File: config.mk
export PLATFORM = sky130hd
export DESIGN_NAME = sliding_window_loss_detector
export DESIGN_NICKNAME = d
export VERILOG_FILES = /design/src/sv/swld_pkg.sv /design/src/sv/swld_cell.sv /design/src/sv/swld_stats.sv /design/src/sv/sliding_window_loss_detector.sv
export VERILOG_INCLUDE_DIRS = /design/src /design/src/sv
export SDC_FILE = /design/constraint.sdc
export NUM_CORES = 1
export LEC_CHECK = 0
export BUFFER_PORTS_ARGS = -buffer_cell sky130_fd_sc_hd__buf_2
export CAP_MARGIN = 20
export CORE_UTILIZATION = 50
export CTS_CLUSTER_SIZE = 12
export DETAILED_ROUTE_END_ITERATION = 8
export PLACE_DENSITY = 0.7
export SLEW_MARGIN = 0
export SYNTH_ARGS = -nofsm -noshare
export SYNTH_HDL_FRONTEND = slang
export SYNTH_SLANG_ARGS = --single-unit
File: constraint.sdc
create_clock -name clk -period 7.58 [get_ports clk]
set_input_delay 1.516 -clock clk [delete_from_list [all_inputs] [get_ports clk]]
set_output_delay 1.516 -clock clk [all_outputs]
set_load 0.01 [all_outputs]
File: src/sv/sliding_window_loss_detector_defines.svh
// ----------------------------------------------------------------------------
// Sliding window loss detector: assertion macros
// Shared concurrent checks, clocked on clk with asynchronous active-low reset.
// ----------------------------------------------------------------------------
`ifndef SLIDING_WINDOW_LOSS_DETECTOR_DEFINES_SVH
`define SLIDING_WINDOW_LOSS_DETECTOR_DEFINES_SVH

// Same-cycle implication.
`define SWLD_ASSERT_NOW(lbl, ante, cons, msg) \
	lbl: assert property (@(posedge clk) disable iff (!arst_n) (ante) |-> (cons)) \
		else $error(msg);

// Next-cycle implication.
`define SWLD_ASSERT_NXT(lbl, ante, cons, msg) \
	lbl: assert property (@(posedge clk) disable iff (!arst_n) (ante) |=> (cons)) \
		else $error(msg);

`endif

File: src/sv/swld_pkg.sv
// ----------------------------------------------------------------------------
// swld_pkg
// Types and constants shared by the sliding window loss detector.
// ----------------------------------------------------------------------------
package swld_pkg;

	localparam int WINDOW    = 64;
	localparam int CNT_W     = $clog2(WINDOW + 1);
	localparam int OUT_CNT_W = 7;
	localparam int THR_W     = 17;
	localparam int FRAC_W    = 16;
	localparam int PROD_W    = THR_W + CNT_W;

	localparam logic [THR_W-1:0] ONE_Q16   = THR_W'(1 << FRAC_W);
	localparam logic [CNT_W-1:0] WINDOW_CT = CNT_W'(WINDOW);

	typedef enum logic {
		OP_RECORD = 1'b0,
		OP_CLEAR  = 1'b1
	} swld_op_t;

	typedef struct packed {
		swld_op_t opcode;
		logic     packet_lost;
	} swld_in_t;

	typedef struct packed {
		logic                 congested;
		logic [OUT_CNT_W-1:0] lost_in_window;
		logic [OUT_CNT_W-1:0] entries_in_window;
	} swld_out_t;

	// Per-beat control from the top level to the statistics unit
	typedef struct packed {
		logic rec;       // record beat accepted
		logic clr;       // clear beat accepted
		logic lost_bit;  // outcome being recorded
		logic evict_bit; // oldest outcome at the tail of the cell chain
	} swld_ctl_t;

endpackage

File: src/sv/swld_cell.sv
// ----------------------------------------------------------------------------
// swld_cell
// One outcome slot of the window; advances its bit to the next cell on shift.
// ----------------------------------------------------------------------------
module swld_cell (
	input  logic clk,
	input  logic shift,
	input  logic bit_in,
	output logic bit_out
);

	logic outcome_q;

	always_ff @(posedge clk) begin
		if (shift) begin
			outcome_q <= bit_in;
		end
	end

	assign bit_out = outcome_q;

endmodule

File: src/sv/swld_stats.sv
// ----------------------------------------------------------------------------
// swld_stats
// Fill and loss counters plus the threshold compare for each beat.
// ----------------------------------------------------------------------------
`include "sliding_window_loss_detector_defines.svh"

module swld_stats (
	input  logic                      clk,
	input  logic                      arst_n,
	input  swld_pkg::swld_ctl_t       ctl,
	input  logic [swld_pkg::THR_W-1:0] threshold,
	output swld_pkg::swld_out_t       rslt
);

	logic [swld_pkg::CNT_W-1:0]  filled_q;
	logic [swld_pkg::CNT_W-1:0]  lost_q;
	logic [swld_pkg::CNT_W-1:0]  filled_nxt;
	logic [swld_pkg::CNT_W-1:0]  lost_nxt;
	logic                        full;
	logic [swld_pkg::THR_W-1:0]  thr_eff;
	logic [swld_pkg::PROD_W-1:0] lhs;
	logic [swld_pkg::PROD_W-1:0] rhs;

	assign full = (filled_q == swld_pkg::WINDOW_CT);

	// Drop the evicted outcome, then add the new one
	assign lost_nxt   = lost_q - swld_pkg::CNT_W'(full & ctl.evict_bit)
	                  + swld_pkg::CNT_W'(ctl.lost_bit);
	assign filled_nxt = full ? filled_q : filled_q + swld_pkg::CNT_W'(1);

	// Anything at or above one never trips
	assign thr_eff = (threshold > swld_pkg::ONE_Q16) ? swld_pkg::ONE_Q16 : threshold;
	assign lhs     = swld_pkg::PROD_W'({lost_nxt, swld_pkg::FRAC_W'(0)});
	assign rhs     = swld_pkg::PROD_W'(thr_eff) * swld_pkg::PROD_W'(filled_nxt);

	always_comb begin
		if (ctl.clr) begin
			rslt = '0;
		end else begin
			rslt.congested         = (lhs > rhs);
			rslt.lost_in_window    = swld_pkg::OUT_CNT_W'(lost_nxt);
			rslt.entries_in_window = swld_pkg::OUT_CNT_W'(filled_nxt);
		end
	end

	always_ff @(posedge clk or negedge arst_n) begin
		if (!arst_n) begin
			filled_q <= '0;
			lost_q   <= '0;
		end else if (ctl.clr) begin
			filled_q <= '0;
			lost_q   <= '0;
		end else if (ctl.rec) begin
			filled_q <= filled_nxt;
			lost_q   <= lost_nxt;
		end
	end

	`SWLD_ASSERT_NOW(a_lost_le_filled, 1'b1, lost_q <= filled_q, "loss count above fill count")
	`SWLD_ASSERT_NOW(a_filled_le_window, 1'b1, filled_q <= swld_pkg::WINDOW_CT, "fill count above window")
	`SWLD_ASSERT_NXT(a_clear_empties, ctl.clr, filled_q == '0 && lost_q == '0, "clear left counts")

endmodule

File: src/sv/sliding_window_loss_detector.sv
// ----------------------------------------------------------------------------
// sliding_window_loss_detector
// Tracks packet outcomes over a sliding window and flags congestion when the
// lost fraction is strictly above a programmable unsigned Q1.16 threshold.
// ----------------------------------------------------------------------------
//   channel | signals                         | dir | beat carries
//   --------+---------------------------------+-----+---------------------------
//   pkt     | pkt_valid pkt_ready pkt         | in  | opcode, packet_lost
//   res     | res_valid res_ready res         | out | congested, both counts
//   cfg     | cfg_valid cfg_ready cfg_data    | in  | loss_threshold (17 bits)
//
// One beat per cycle while pkt_ready is high: a pkt beat updates the counters
// and cell chain when accepted; its result goes to the main or skid register.
// The critical path is the 17 x 7 threshold multiply and the compare.
// A two-entry output buffer (main register plus skid) lets pkt keep flowing
// while a result waits; pkt_ready drops only when both entries are full.
// Reset clears counters, threshold (to 1.0) and the output buffer; the cell
// chain needs no clearing since the tail is read only when the window is full.
// ----------------------------------------------------------------------------
`include "sliding_window_loss_detector_defines.svh"

module sliding_window_loss_detector (
	input  logic                       clk,
	input  logic                       arst_n,
	input  logic                       pkt_valid,
	output logic                       pkt_ready,
	input  swld_pkg::swld_in_t         pkt,
	output logic                       res_valid,
	input  logic                       res_ready,
	output swld_pkg::swld_out_t        res,
	input  logic                       cfg_valid,
	output logic                       cfg_ready,
	input  logic [swld_pkg::THR_W-1:0] cfg_data
);

	logic                       pkt_fire;
	logic                       res_fire;
	logic [swld_pkg::THR_W-1:0] thr_q;
	swld_pkg::swld_ctl_t        ctl;
	swld_pkg::swld_out_t        rslt;
	swld_pkg::swld_out_t        main_q;
	swld_pkg::swld_out_t        skid_q;
	logic                       main_vld_q;
	logic                       skid_vld_q;
	logic [swld_pkg::WINDOW:0]  chain;

	assign cfg_ready = 1'b1;
	assign pkt_ready = !skid_vld_q;
	assign pkt_fire  = pkt_valid && pkt_ready;
	assign res_valid = main_vld_q;
	assign res       = main_q;
	assign res_fire  = main_vld_q && res_ready;

	// Threshold register; the user must write it only while idle, unenforced
	always_ff @(posedge clk or negedge arst_n) begin
		if (!arst_n) begin
			thr_q <= swld_pkg::ONE_Q16;
		end else if (cfg_valid) begin
			thr_q <= cfg_data;
		end
	end

	assign ctl.rec       = pkt_fire && (pkt.opcode == swld_pkg::OP_RECORD);
	assign ctl.clr       = pkt_fire && (pkt.opcode == swld_pkg::OP_CLEAR);
	assign ctl.lost_bit  = pkt.packet_lost;
	assign ctl.evict_bit = chain[swld_pkg::WINDOW];

	// Cell chain: newest outcome enters at the head, oldest sits at the tail
	assign chain[0] = pkt.packet_lost;

	for (genvar i = 0; i < swld_pkg::WINDOW; i++) begin : g_cell
		swld_cell u_cell (
			.clk     (clk),
			.shift   (ctl.rec),
			.bit_in  (chain[i]),
			.bit_out (chain[i+1])
		);
	end

	swld_stats u_stats (
		.clk       (clk),
		.arst_n    (arst_n),
		.ctl       (ctl),
		.threshold (thr_q),
		.rslt      (rslt)
	);

	// Output buffer: fill main when free, spill to skid when res stalls
	always_ff @(posedge clk or negedge arst_n) begin
		if (!arst_n) begin
			main_vld_q <= 1'b0;
			skid_vld_q <= 1'b0;
		end else if (pkt_fire) begin
			if (!main_vld_q || res_fire) begin
				main_vld_q <= 1'b1;
			end else begin
				skid_vld_q <= 1'b1;
			end
		end else if (res_fire) begin
			main_vld_q <= skid_vld_q;
			skid_vld_q <= 1'b0;
		end
	end

	always_ff @(posedge clk) begin
		if (pkt_fire) begin
			if (!main_vld_q || res_fire) begin
				main_q <= rslt;
			end else begin
				skid_q <= rslt;
			end
		end else if (res_fire && skid_vld_q) begin
			main_q <= skid_q;
		end
	end

	`SWLD_ASSERT_NOW(a_skid_needs_main, skid_vld_q, main_vld_q, "skid full with main empty")
	`SWLD_ASSERT_NXT(a_clear_result, ctl.clr && !main_vld_q, res_valid && !res.congested && res.entries_in_window == '0, "clear result not zero")
	`SWLD_ASSERT_NXT(a_no_loss_on_stall, skid_vld_q && !res_ready, skid_vld_q && main_vld_q, "buffered result dropped")

endmodule

## After elaboration in Yosys (flattened, before gate mapping)

Index checks and enable logic that the tools add are counted.

| operators by class | value |
|---|---|
| muxes and demuxes | 16 |
| equality and inequality tests | 3 |
| bitwise gates (word level) | 3 |
| reductions and logical operators | 15 |
| order comparisons | 2 |
| add/sub/neg operators | 3 |
| multiply operators | 1 |

Operators with widths:

| cell | number |
|---|---|
| two-way mux 15 bit | 4 |
| two-way mux 7 bit | 5 |
| greater-than comparator 23 x 24 -> 1 bit | 1 |
| multiplier 17 x 7 -> 24 bit | 1 |
| greater-than comparator 17 bit (second input constant) | 1 |
| two-way mux 17 bit | 1 |
| AND reduction 2 bit | 4 |
| adder 7 x 1 -> 7 bit | 1 |
| adder 7 x 1 -> 7 bit (second input constant) | 1 |
| equality test 7 bit (second input constant) | 1 |
| subtractor 7 bit | 1 |
| two-way mux 1 bit | 6 |
| nonzero test 2 bit | 3 |
| logical AND 1 bit | 5 |
| zero test 1 bit | 2 |
| != test 2 x 1 -> 1 bit (second input constant) | 1 |
| != test 2 bit (second input constant) | 1 |
| inverter 1 bit | 2 |
| AND 1 bit | 1 |
| logical OR 1 bit | 1 |

| word-level totals | value |
|---|---|
| output and inout port bits | 18 |
| bits of input ports | 24 |
| register bits | 127 |

## Longest topological paths before layout

Gate-level depths: netlist (run 1).

| depth | value |
|---|---|
| depth in word-level cells | 8 |
| depth in mapped cells | 34 |
| mapped depth without buffers | 32 |

## Hierarchy

Synthesis (run 1) repeated with hierarchy kept, for this count alone.

| second synthesis, totals | value |
|---|---|
| cell total of the unflattened synthesis | 757 |
| area total of the unflattened synthesis | 8923.6 sq um |

Modules (own cells, without submodules):

| module | cells an instance | area each (sq um) | times used |
|---|---|---|---|
| swld_stats | 594 | 5113.7 | 1 |
| swld_cell | 1 | 30.0 | 64 |
| sliding_window_loss_detector | 99 | 1888.1 | 1 |

## Least setup slack after synthesis (run 1)

Ideal clock, no wire load.

| timing | value |
|---|---|
| kind | reg-to-reg |
| from | register thr_q[14] (netlist bit) |
| to | register main_q (netlist bit res[14]) (data pin) |
| cell stages (with the launch flop) | 34 |
| library setup time | 0.268 ns |
| arrival | 7.277 ns |
| buffers on the path | 3 |
| setup slack | 0.036 ns |
| cells stage by stage | dfrtp_1 -> clkbuf_1 -> nor4_1 -> nand4_1 -> nand2_1 -> inv_1 -> nor2_1 -> clkbuf_1 -> and2_1 -> fa_1 -> fa_1 -> fa_1 -> inv_1 -> fa_1 -> inv_1 -> ha_1 -> clkbuf_1 -> a21oi_1 -> o21bai_1 -> a2111oi_4 -> o31ai_2 -> o41ai_4 -> o2111ai_1 -> a21oi_1 -> xor2_1 -> ha_1 -> nand2_1 -> a221o_1 -> nor4_1 -> nand3_1 -> nor4_1 -> nand4b_1 -> nor4_1 -> o41ai_2 |

| on the way | value |
|---|---|
| cells in the longest elaborated chain, start to end | 7 |

RTL lines:

| item | RTL line | RTL |
|---|---|---|
| start: declaration | sliding_window_loss_detector.sv:38 | `logic [swld_pkg::THR_W-1:0] thr_q;` |
| start signal: assignment | sliding_window_loss_detector.sv:57 | `thr_q <= swld_pkg::ONE_Q16;` |
| start signal: assignment | sliding_window_loss_detector.sv:59 | `thr_q <= cfg_data;` |
| greater-than comparator 17 bit | swld_stats.sv:32 | `assign thr_eff = (threshold > swld_pkg::ONE_Q16) ? swld_pkg::ONE_Q16 : threshold;` |
| two-way mux 17 bit * | swld_stats.sv:32 |  |
| multiplier 17 x 7 -> 24 bit * | swld_stats.sv:34 | `assign rhs = swld_pkg::PROD_W'(thr_eff) * swld_pkg::PROD_W'(filled_nxt);` |
| greater-than comparator 23 x 24 -> 1 bit * | swld_stats.sv:40 | `rslt.congested = (lhs > rhs);` |
| two-way mux 15 bit * | swld_stats.sv:37 | `if (ctl.clr) begin` |
| two-way mux 15 bit * | sliding_window_loss_detector.sv:107 | `if (!main_vld_q \|\| res_fire) begin` |
| two-way mux 15 bit * | sliding_window_loss_detector.sv:106 | `if (pkt_fire) begin` |
| end signal: assignment | sliding_window_loss_detector.sv:108 | `main_q <= rslt;` |
| end signal: assignment | sliding_window_loss_detector.sv:113 | `main_q <= skid_q;` |
| end: declaration | sliding_window_loss_detector.sv:41 | `swld_pkg::swld_out_t main_q;` |

Mark *: on every way between the ends. The rest lies on a longest branch, timed or not. The select of a mux whose other input is x is not followed.
A chain may end at the register's enable or synchronous reset.

==> results.toml, run 1 <==
[routing]
drt_iter0_markers = 402
first_pass_iters = 4
vias = 6178
viasPerCell = 5.34
drt_wl_total_um = 19400
drtAntennaViolNets = 0
drcViolationCount = 0
post_drt_wl_per_cell_um = 16.8

[critical_path]
rrSetupSlack_ns = 0.38
slowest_delay_ns = 0.55
path_class = "register to register"
end_kind = "register"
cp.required_ns = 7.72
cpMostUsedCell = "fa_1"
crit_arrival_ns = 7.34
cp_max_fo = 5
r2r-end = "skid_q[14]"
rr_worst_depth = 32
critPathLaunchType = "register"
timing.rr.start = "thr_q[8]"
worst_path_max_delay_cell = "fa_1"

[power]
p_per_area_nw_per_um2 = 312
p_leak_nw = 4.99
ir_worst_vdd_mv = 0.358

[synth]
yosysUniqueCellTypes = 62
async_reset_ff_frac = 0.260
yosys-top-cells-area = "edfxtp_1 (32%), fa_1 (17%), dfrtp_1 (9.1%)"
synthCells = 796
yosys_register_bits = 127
avgSynthCellArea_um2 = 11.1
ys_seq_area_frac = 0.413
synth_edf_count = 94
synth_fp_nets = 953
syn_area_um2 = 8830
synth_top_area_cell = "edfxtp_1"
synth_top_area_frac = 0.320
ys.warnings.count = 0
synth_ff_type = "edfxtp_1"

[timing]
worst_pin_slew_ns = 0.811
fin_worst_skew_ns = 0.00910
hold_ws_ns = 0.417
period_minus_slack_ns = 7.20
period_share = 0.950
finalSetupViolations = 0
fmaxAchievable_ghz = 0.139
rsz0062_at_grt = "true"
hold_viol = 0
max_slew_margin = 0.459
fin_ws_ns = 0.377
maxSlewViolCount = 0

[final_layout]
fillers = 1326
instances_no_fill = 1156
layout.nets = 1075
multi_input_area_um2 = 5050
final_cell_mix = "edfxtp_1 (94), inv_1 (93), buf_4 (81)"
utilization = 0.633
area_delta_synth_final_pct = 24.0
final_common_cell = "edfxtp_1"
register_area_um2 = 3650
drive_gt1_frac = 0.279
n_antenna_cell = 0

[floorplan]
die_w_um = 135
core_um2 = 17300
die_area_um2 = 18200
ios = 42
die_y_um = 135
start_util = 0.510
rows = 48

[clocking]
cts_tree = "done"
cts_root_buf = "clkbuf_16"
cts_sinks = 127
worstSkewPairLatency_ns = 0.42
path_clk_slew_ns = 0.06
clockBufferDepth = 2
cts-htree-levels = 4
hold_buffers = 0
cts_buffers = 17

[min_path]
hp-class = "register to register"
hold_path_depth = 0
hold_path_end = "g_cell[56].u_cell.bit_out"
hp-start = "g_cell[55].u_cell.bit_out"

[global_routing]
track_usage = 0.229
grt-ovfl-total = 0
grt_max_degree = 44
grt_pass1_vias = 6308
grt_antenna_before_repair = 0
grt_pass1_wl_um = 31900

[placed_design]
dp.cells = 1096
gp_congestion = 0.871
dpl.hpwl_um = 13700
dp_worst_setup_slack_ns = -0.161
io_buffer_count = 40

[outcome]
status = "complete, no violations"

[run]
maxCapViolations = 0
per-stage QoR:
step / instance area (um^2) / setup TNS, ns / power, W
2_1_floorplan: 8830 / 0 / 0.00194
3_5_place_dp: 9700 / -0.313 / 0.00238
3_3_place_gp: 9700 / -0.150 / 0.00237
6_report: 10900 / 0 / 0.00341
5_1_grt: 10900 / -0.163 / 0.00365
4_1_cts: 10500 / 0 / 0.00331
cells by family after synthesis:
| family | Yosys count | synth area share |
|---|---|---|
| xor gates and xnor gates | 27 | 0.0276 |
| and+or+nand+nor | 266 | 0.149 |
| other | 1 | 0.000425 |
| DFF | 127 | 0.413 |
| buffers and inverters | 131 | 0.0564 |
| AOI/OAI and AO/OA | 92 | 0.0767 |
| adders and majority gates | 133 | 0.252 |
| muxes | 19 | 0.0241 |
flip-flops by register name, indices dropped and copies added (netlist names):
signal,count
u_stats.lost_q,7
u_stats.filled_q,7
g_cell.u_cell.bit_out,64
res,15
res_valid,1
skid_vld_q,1
skid_q,15
thr_q,17
worst max-delay path: cells and delay by family (launching register included):
kind,cells,cell delay [ns]
and+or+nand+nor,12,1.81
AOI/OAI and AO/OA,8,1.59
DFF,1,0.41
buffers and inverters,5,0.46
adders and majority gates,6,2.56
xor gates and xnor gates,1,0.10
synthesized netlist by cell type (2+ instances only):
cell	number
inv_1	100
edfxtp_1	94
nand2_1	78
fa_1	75
ha_1	58
nor2_1	56
and2_1	40
dfrtp_1	32
clkbuf_1	25
a21oi_1	24
nand3_1	24
and3_1	21
mux2_2	18
xnor2_1	18
a21o_1	15
nor2b_1	15
o21ai_0	11
nor4_1	8
xor2_1	8
a22o_1	6
nand3b_1	5
o21bai_1	5
nand2b_1	4
o21ai_1	4
a211oi_1	3
nand4b_1	3
o21a_1	3
or2_2	3
a221o_1	2
a31oi_1	2
buf_1	2
buf_2	2
nand4_1	2
or3_1	2
where the power goes:
part           total (W)  leakage (nW)  switching (W)  internal (W)
clock           0.000855         0.297       0.000330      0.000524
combinational    0.00158          3.45       0.000884      0.000701
sequential      0.000975          1.24      0.0000550      0.000920
total            0.00341          4.99        0.00127       0.00214
area by class of cell:
type / count / area share
multi-input cells: 538 / 0.462
repair buffers: 133 / 0.0885
inverters: 101 / 0.0349
clock buffers: 18 / 0.0392
well taps: 225 / 0.0257
flip-flops and latches: 127 / 0.334
clock inverters: 14 / 0.0166
timing repair:
item                       CTS  global route
cloned                       0             2
setup buffers               12            14
setup endpoints to repair    2             2
gates resized for setup     34            61
pin swaps                   26            55
per-layer routing:
metal,global-route usage,part of all wire
met2,0.357,0.48
met1,0.315,0.45
met4,0.0886,0.027
met5,0,0
met3,0.0492,0.049
worst max-delay path by stage:
| stage | to | start | slack (ns) |
|---|---|---|---|
| after floorplan | res[14] | thr_q[14] | 0.04 |
| after global placement | skid_q[14] | thr_q[13] | -0.08 |
| after detailed placement | skid_q[14] | thr_q[13] | -0.16 |
| after CTS | skid_q[14] | thr_q[0] | 0.004 |
| after global routing | skid_q[14] | thr_q[5] | -0.09 |
| final | skid_q[14] | thr_q[8] | 0.38 |
(Power assumes the default switching activity.)
==> run 2: changes to the inputs <==
CORE_MARGIN = 3   (was default)
CORE_UTILIZATION = 38   (was 50)
PLACE_DENSITY = default   (was 0.7)
==> results.toml, run 2 (same netlist as run 1, synthesis figures left out) <==
[floorplan]
die_w_um = 158
core_um2 = 22700
rows = 55
die_area_um2 = 25100
start_util = 0.389
die_y_um = 158
ios = 42

[routing]
drcViolationCount = 0
drt_wl_total_um = 19400
post_drt_wl_per_cell_um = 16.1
first_pass_iters = 5
drt_iter0_markers = 421
viasPerCell = 5.04
vias = 6063
drtAntennaViolNets = 0

[critical_path]
critPathLaunchType = "register"
timing.rr.start = "u_stats.filled_q[0]"
crit_arrival_ns = 7.35
cpMostUsedCell = "fa_1"
slowest_delay_ns = 0.57
rr_worst_depth = 31
cp_max_fo = 5
r2r-end = "skid_q[14]"
end_kind = "register"
rrSetupSlack_ns = 0.38
cp.required_ns = 7.73
path_class = "register to register"
worst_path_max_delay_cell = "fa_1"

[timing]
fin_ws_ns = 0.380
worst_pin_slew_ns = 0.903
maxSlewViolCount = 0
fin_worst_skew_ns = 0.0126
finalSetupTns_ns = 0
finalSetupViolations = 0
period_share = 0.950
period_minus_slack_ns = 7.20
max_slew_margin = 0.398
fmaxAchievable_ghz = 0.139
hold_viol = 0

[final_layout]
fillers = 2063
area_delta_synth_final_pct = 22.4
design_area_um2 = 10800
final_common_cell = "inv_1"
drive_gt1_frac = 0.247
n_antenna_cell = 0
utilization = 0.476
layout.nets = 1063
largest_reg_flops = 64
final_cell_mix = "inv_1 (98), edfxtp_1 (94), nand2_1 (76)"

[power]
p_per_area_nw_per_um2 = 303
p_total_w = 0.00328
p_leak_nw = 4.93
ir_worst_vdd_mv = 0.166

[placed_design]
dp_worst_setup_slack_ns = -0.301
gp_congestion = 0.887
postPlaceCellArea_um2 = 9770
dpl.hpwl_um = 14100
io_buffer_count = 40

[global_routing]
grt_antenna_before_repair = 0
track_usage = 0.164
grt_pass1_wl_um = 32200
grt_pass1_vias = 6325
grt-ovfl-total = 0
grt_max_degree = 57

[clocking]
hold_buffers = 0
clockBufferDepth = 2
cts_buffers = 17
worstSkewPairLatency_ns = 0.43
path_clk_slew_ns = 0.07
cts_root_buf = "clkbuf_16"
cts_tree = "done"
cts-htree-levels = 4
cts_sinks = 127

[min_path]
hold_path_depth = 0
hold_path_end = "g_cell[54].u_cell.bit_out"
hp-class = "register to register"
hp-start = "g_cell[53].u_cell.bit_out"

[outcome]
status = "complete, no violations"

[run]
maxCapViolations = 0
-- run 2: where the power goes --
| group | total [W] | leakage, nW | internal (W) | switching, W |
|---|---|---|---|---|
| sequential | 0.000976 | 1.24 | 0.000919 | 0.0000569 |
| clock | 0.000814 | 0.285 | 0.000441 | 0.000373 |
| combinational | 0.00149 | 3.41 | 0.000647 | 0.000841 |
-- run 2: area by class of cell --
class,count,area [um^2],share of cell area
Clock inverter,15,163,0.0151
Clock buffer,17,425,0.0394
Multi-Input combinational cell,538,4960,0.459
Sequential cell,127,3650,0.338
Inverter,101,379,0.0351
Tap cell,285,357,0.0330
Timing Repair Buffer,121,870,0.0805
-- run 2: worst max path at each step --
stage,start,end
floorplan,thr_q[14],res[14]
global placement,u_stats.filled_q[0],skid_q[14]
detailed placement,u_stats.filled_q[0],skid_q[14]
CTS,thr_q[14],skid_q[14]
global route,u_stats.filled_q[5],skid_q[14]
finish,u_stats.filled_q[0],skid_q[14]
-- run 2: per-stage QoR --
| stage | std cells | hold slack, ns |
|---|---|---|
| after floorplan | 796 | 0.400 |
| after global placement | 1155 | 0.404 |
| after detailed placement | 1155 | 0.405 |
| after CTS | 1191 | 0.418 |
| after global routing | 1204 | 0.423 |
| final | 1204 | 0.414 |
-- run 2: per-layer routing --
layer / track usage / up-vias / wire length [um]
li1: - / 2894 / -
met1: 0.224 / 3025 / 9140
met2: 0.272 / 120 / 9190
met3: 0.0294 / 24 / 740
met4: 0.0442 / 0 / 286
met5: 0 / - / 0
-- run 2: timing repair --
item                                   CTS  global route
gates cloned                             0             2
resized for setup                       17            40
endpoints found under the hold margin    0             0
setup endpoints to repair                2             2
setup buffers                            4            11
pin swaps                               16            15
-- run 2: critical path: cells and delay by family (launching register included) --
family | cells | cell delay [ns]
DFF | 1 | 0.45
and+or+nand+nor | 11 | 1.20
adders and majority gates | 7 | 2.91
AOI/OAI and AO/OA | 7 | 1.58
xor gates and xnor gates | 2 | 0.35
buffers and inverters | 4 | 0.39
==> run 3: changes to the inputs <==
clock period = 8.35 ns   (was 7.58 ns; I/O delays follow)
==> results.toml, run 3 (same netlist as run 1, synthesis figures left out) <==
[timing]
fmaxAchievable_ghz = 0.128
max_slew_margin = 0.378
worst_pin_slew_ns = 0.933
fin_worst_skew_ns = 0.0149
period_minus_slack_ns = 7.81
finalSetupViolations = 0
maxSlewViolCount = 0
rsz0062_at_grt = "false"
finalSetupTns_ns = 0
hold_viol = 0
period_share = 0.936

[final_layout]
layout.nets = 1009
area_delta_synth_final_pct = 15.9
final_cell_mix = "inv_1 (99), edfxtp_1 (94), nand2_1 (77)"
fillers = 2123
design_area_um2 = 10200
drive_gt1_frac = 0.180
n_antenna_cell = 0
final_common_cell = "inv_1"
largest_reg_flops = 64
instances_no_fill = 1150

[global_routing]
grt_pass1_wl_um = 32300
grt_max_degree = 76
grt_pass1_vias = 6367
grt-ovfl-total = 0
grt_antenna_before_repair = 0
track_usage = 0.165

[clocking]
path_clk_slew_ns = 0.08
hold_buffers = 0
cts_sinks = 127
cts_buffers = 17
cts-htree-levels = 4
worstSkewPairLatency_ns = 0.43
clockBufferDepth = 2
cts_root_buf = "clkbuf_16"
cts_tree = "done"

[floorplan]
start_util = 0.389
die_w_um = 158
die_area_um2 = 25100
die_y_um = 158
rows = 55
core_um2 = 22700
ios = 42

[placed_design]
dp.cells = 1113
gp_congestion = 0.936
io_buffer_count = 40
dpl.hpwl_um = 13900
postPlaceCellArea_um2 = 9450

[critical_path]
crit_arrival_ns = 7.96
cp_max_fo = 16
cpMostUsedCell = "fa_1"
slowest_delay_ns = 0.54
worst_path_max_delay_cell = "fa_1"
cp.required_ns = 8.50
critPathLaunchType = "register"
end_kind = "register"
path_class = "register to register"

[routing]
post_drt_wl_per_cell_um = 16.8
vias = 5961
drt_iter0_markers = 419
drtAntennaViolNets = 0
drcViolationCount = 0
first_pass_iters = 5
drt_wl_total_um = 19300
viasPerCell = 5.18

[min_path]
hp-class = "register to register"

[power]
ir_worst_vdd_mv = 0.137
p_leak_nw = 4.64
p_per_area_nw_per_um2 = 281

[outcome]
status = "complete, no violations"

[run]
maxCapViolations = 0
[run 3: cell count changes in the layout (fill, tap and decap cells not counted), sizes merged]
| cell | delta |
|---|---|
| clkbuf | -1 |
| buf | -53 |
| inv | -2 |
| clkinv | +2 |
[run 3: cell type report]
class,count,area (um^2),area share
tap,285,357,0.0348
sequential,127,3660,0.357
clock inverter,15,173,0.0169
multi-input combinational,538,4810,0.470
clock buffer,17,425,0.0416
inverter,101,379,0.0370
timing repair buffer,67,430,0.0421
[run 3: what timing repair did]
item | CTS | global route
endpoints found under the hold margin | 0 | 0
endpoints found under the setup margin | 0 | 2
gates resized for setup | 0 | 32
setup buffers | 0 | 5
[run 3: final timing paths]
path / to / cells past startpoint / startpoint / slack [ns]
hold / removal: g_cell[41].u_cell.bit_out / 0 / g_cell[40].u_cell.bit_out / 0.42
max in group asynchronous: u_stats.filled_q[0] / 1 / arst_n / 6.31
setup / recovery: skid_q[14] / 31 / u_stats.filled_q[0] / 0.54
hold reg to reg: g_cell[41].u_cell.bit_out / 0 / g_cell[40].u_cell.bit_out / 0.42
min in group asynchronous: thr_q[0] / 1 / arst_n / 1.38
setup reg to reg: skid_q[14] / 31 / u_stats.filled_q[0] / 0.54
[run 3: routing by layer]
layer / vias to the layer above / part of all wire / global-route usage
met5: - / 0 / 0
met4: 0 / 0.020 / 0.0488
met3: 33 / 0.056 / 0.0405
met2: 172 / 0.46 / 0.264
met1: 2961 / 0.46 / 0.225
li1: 2795 / - / -
[run 3: worst max-delay path: cells and delay by family, from the launching register on]
| kind | cells | cell delay (ns) |
|---|---|---|
| simple gates | 11 | 1.59 |
| fa+ha+maj | 7 | 3.04 |
| xor+xnor | 2 | 0.39 |
| flops | 1 | 0.44 |
| compound gates | 8 | 1.74 |
| buf+inv | 3 | 0.29 |
[run 3: through the flow]
stage	setup WS (ns)	util	total power, W	hold slack [ns]
finish	0.537	0.451	0.00288	0.416
global route	0.0781	0.451	0.00311	0.428
CTS	0.111	0.442	0.00287	0.420
detailed placement	0.180	0.416	0.00211	0.405
global placement	0.358	0.416	0.00210	0.402
floorplan	0.806	-	0.00177	0.400
[run 3: power breakdown]
group          internal (W)  switching [W]  total (W)
Clock              0.000401       0.000343   0.000744
Combinational      0.000504       0.000729    0.00123
Sequential         0.000835      0.0000627   0.000898
Total               0.00174        0.00113    0.00288
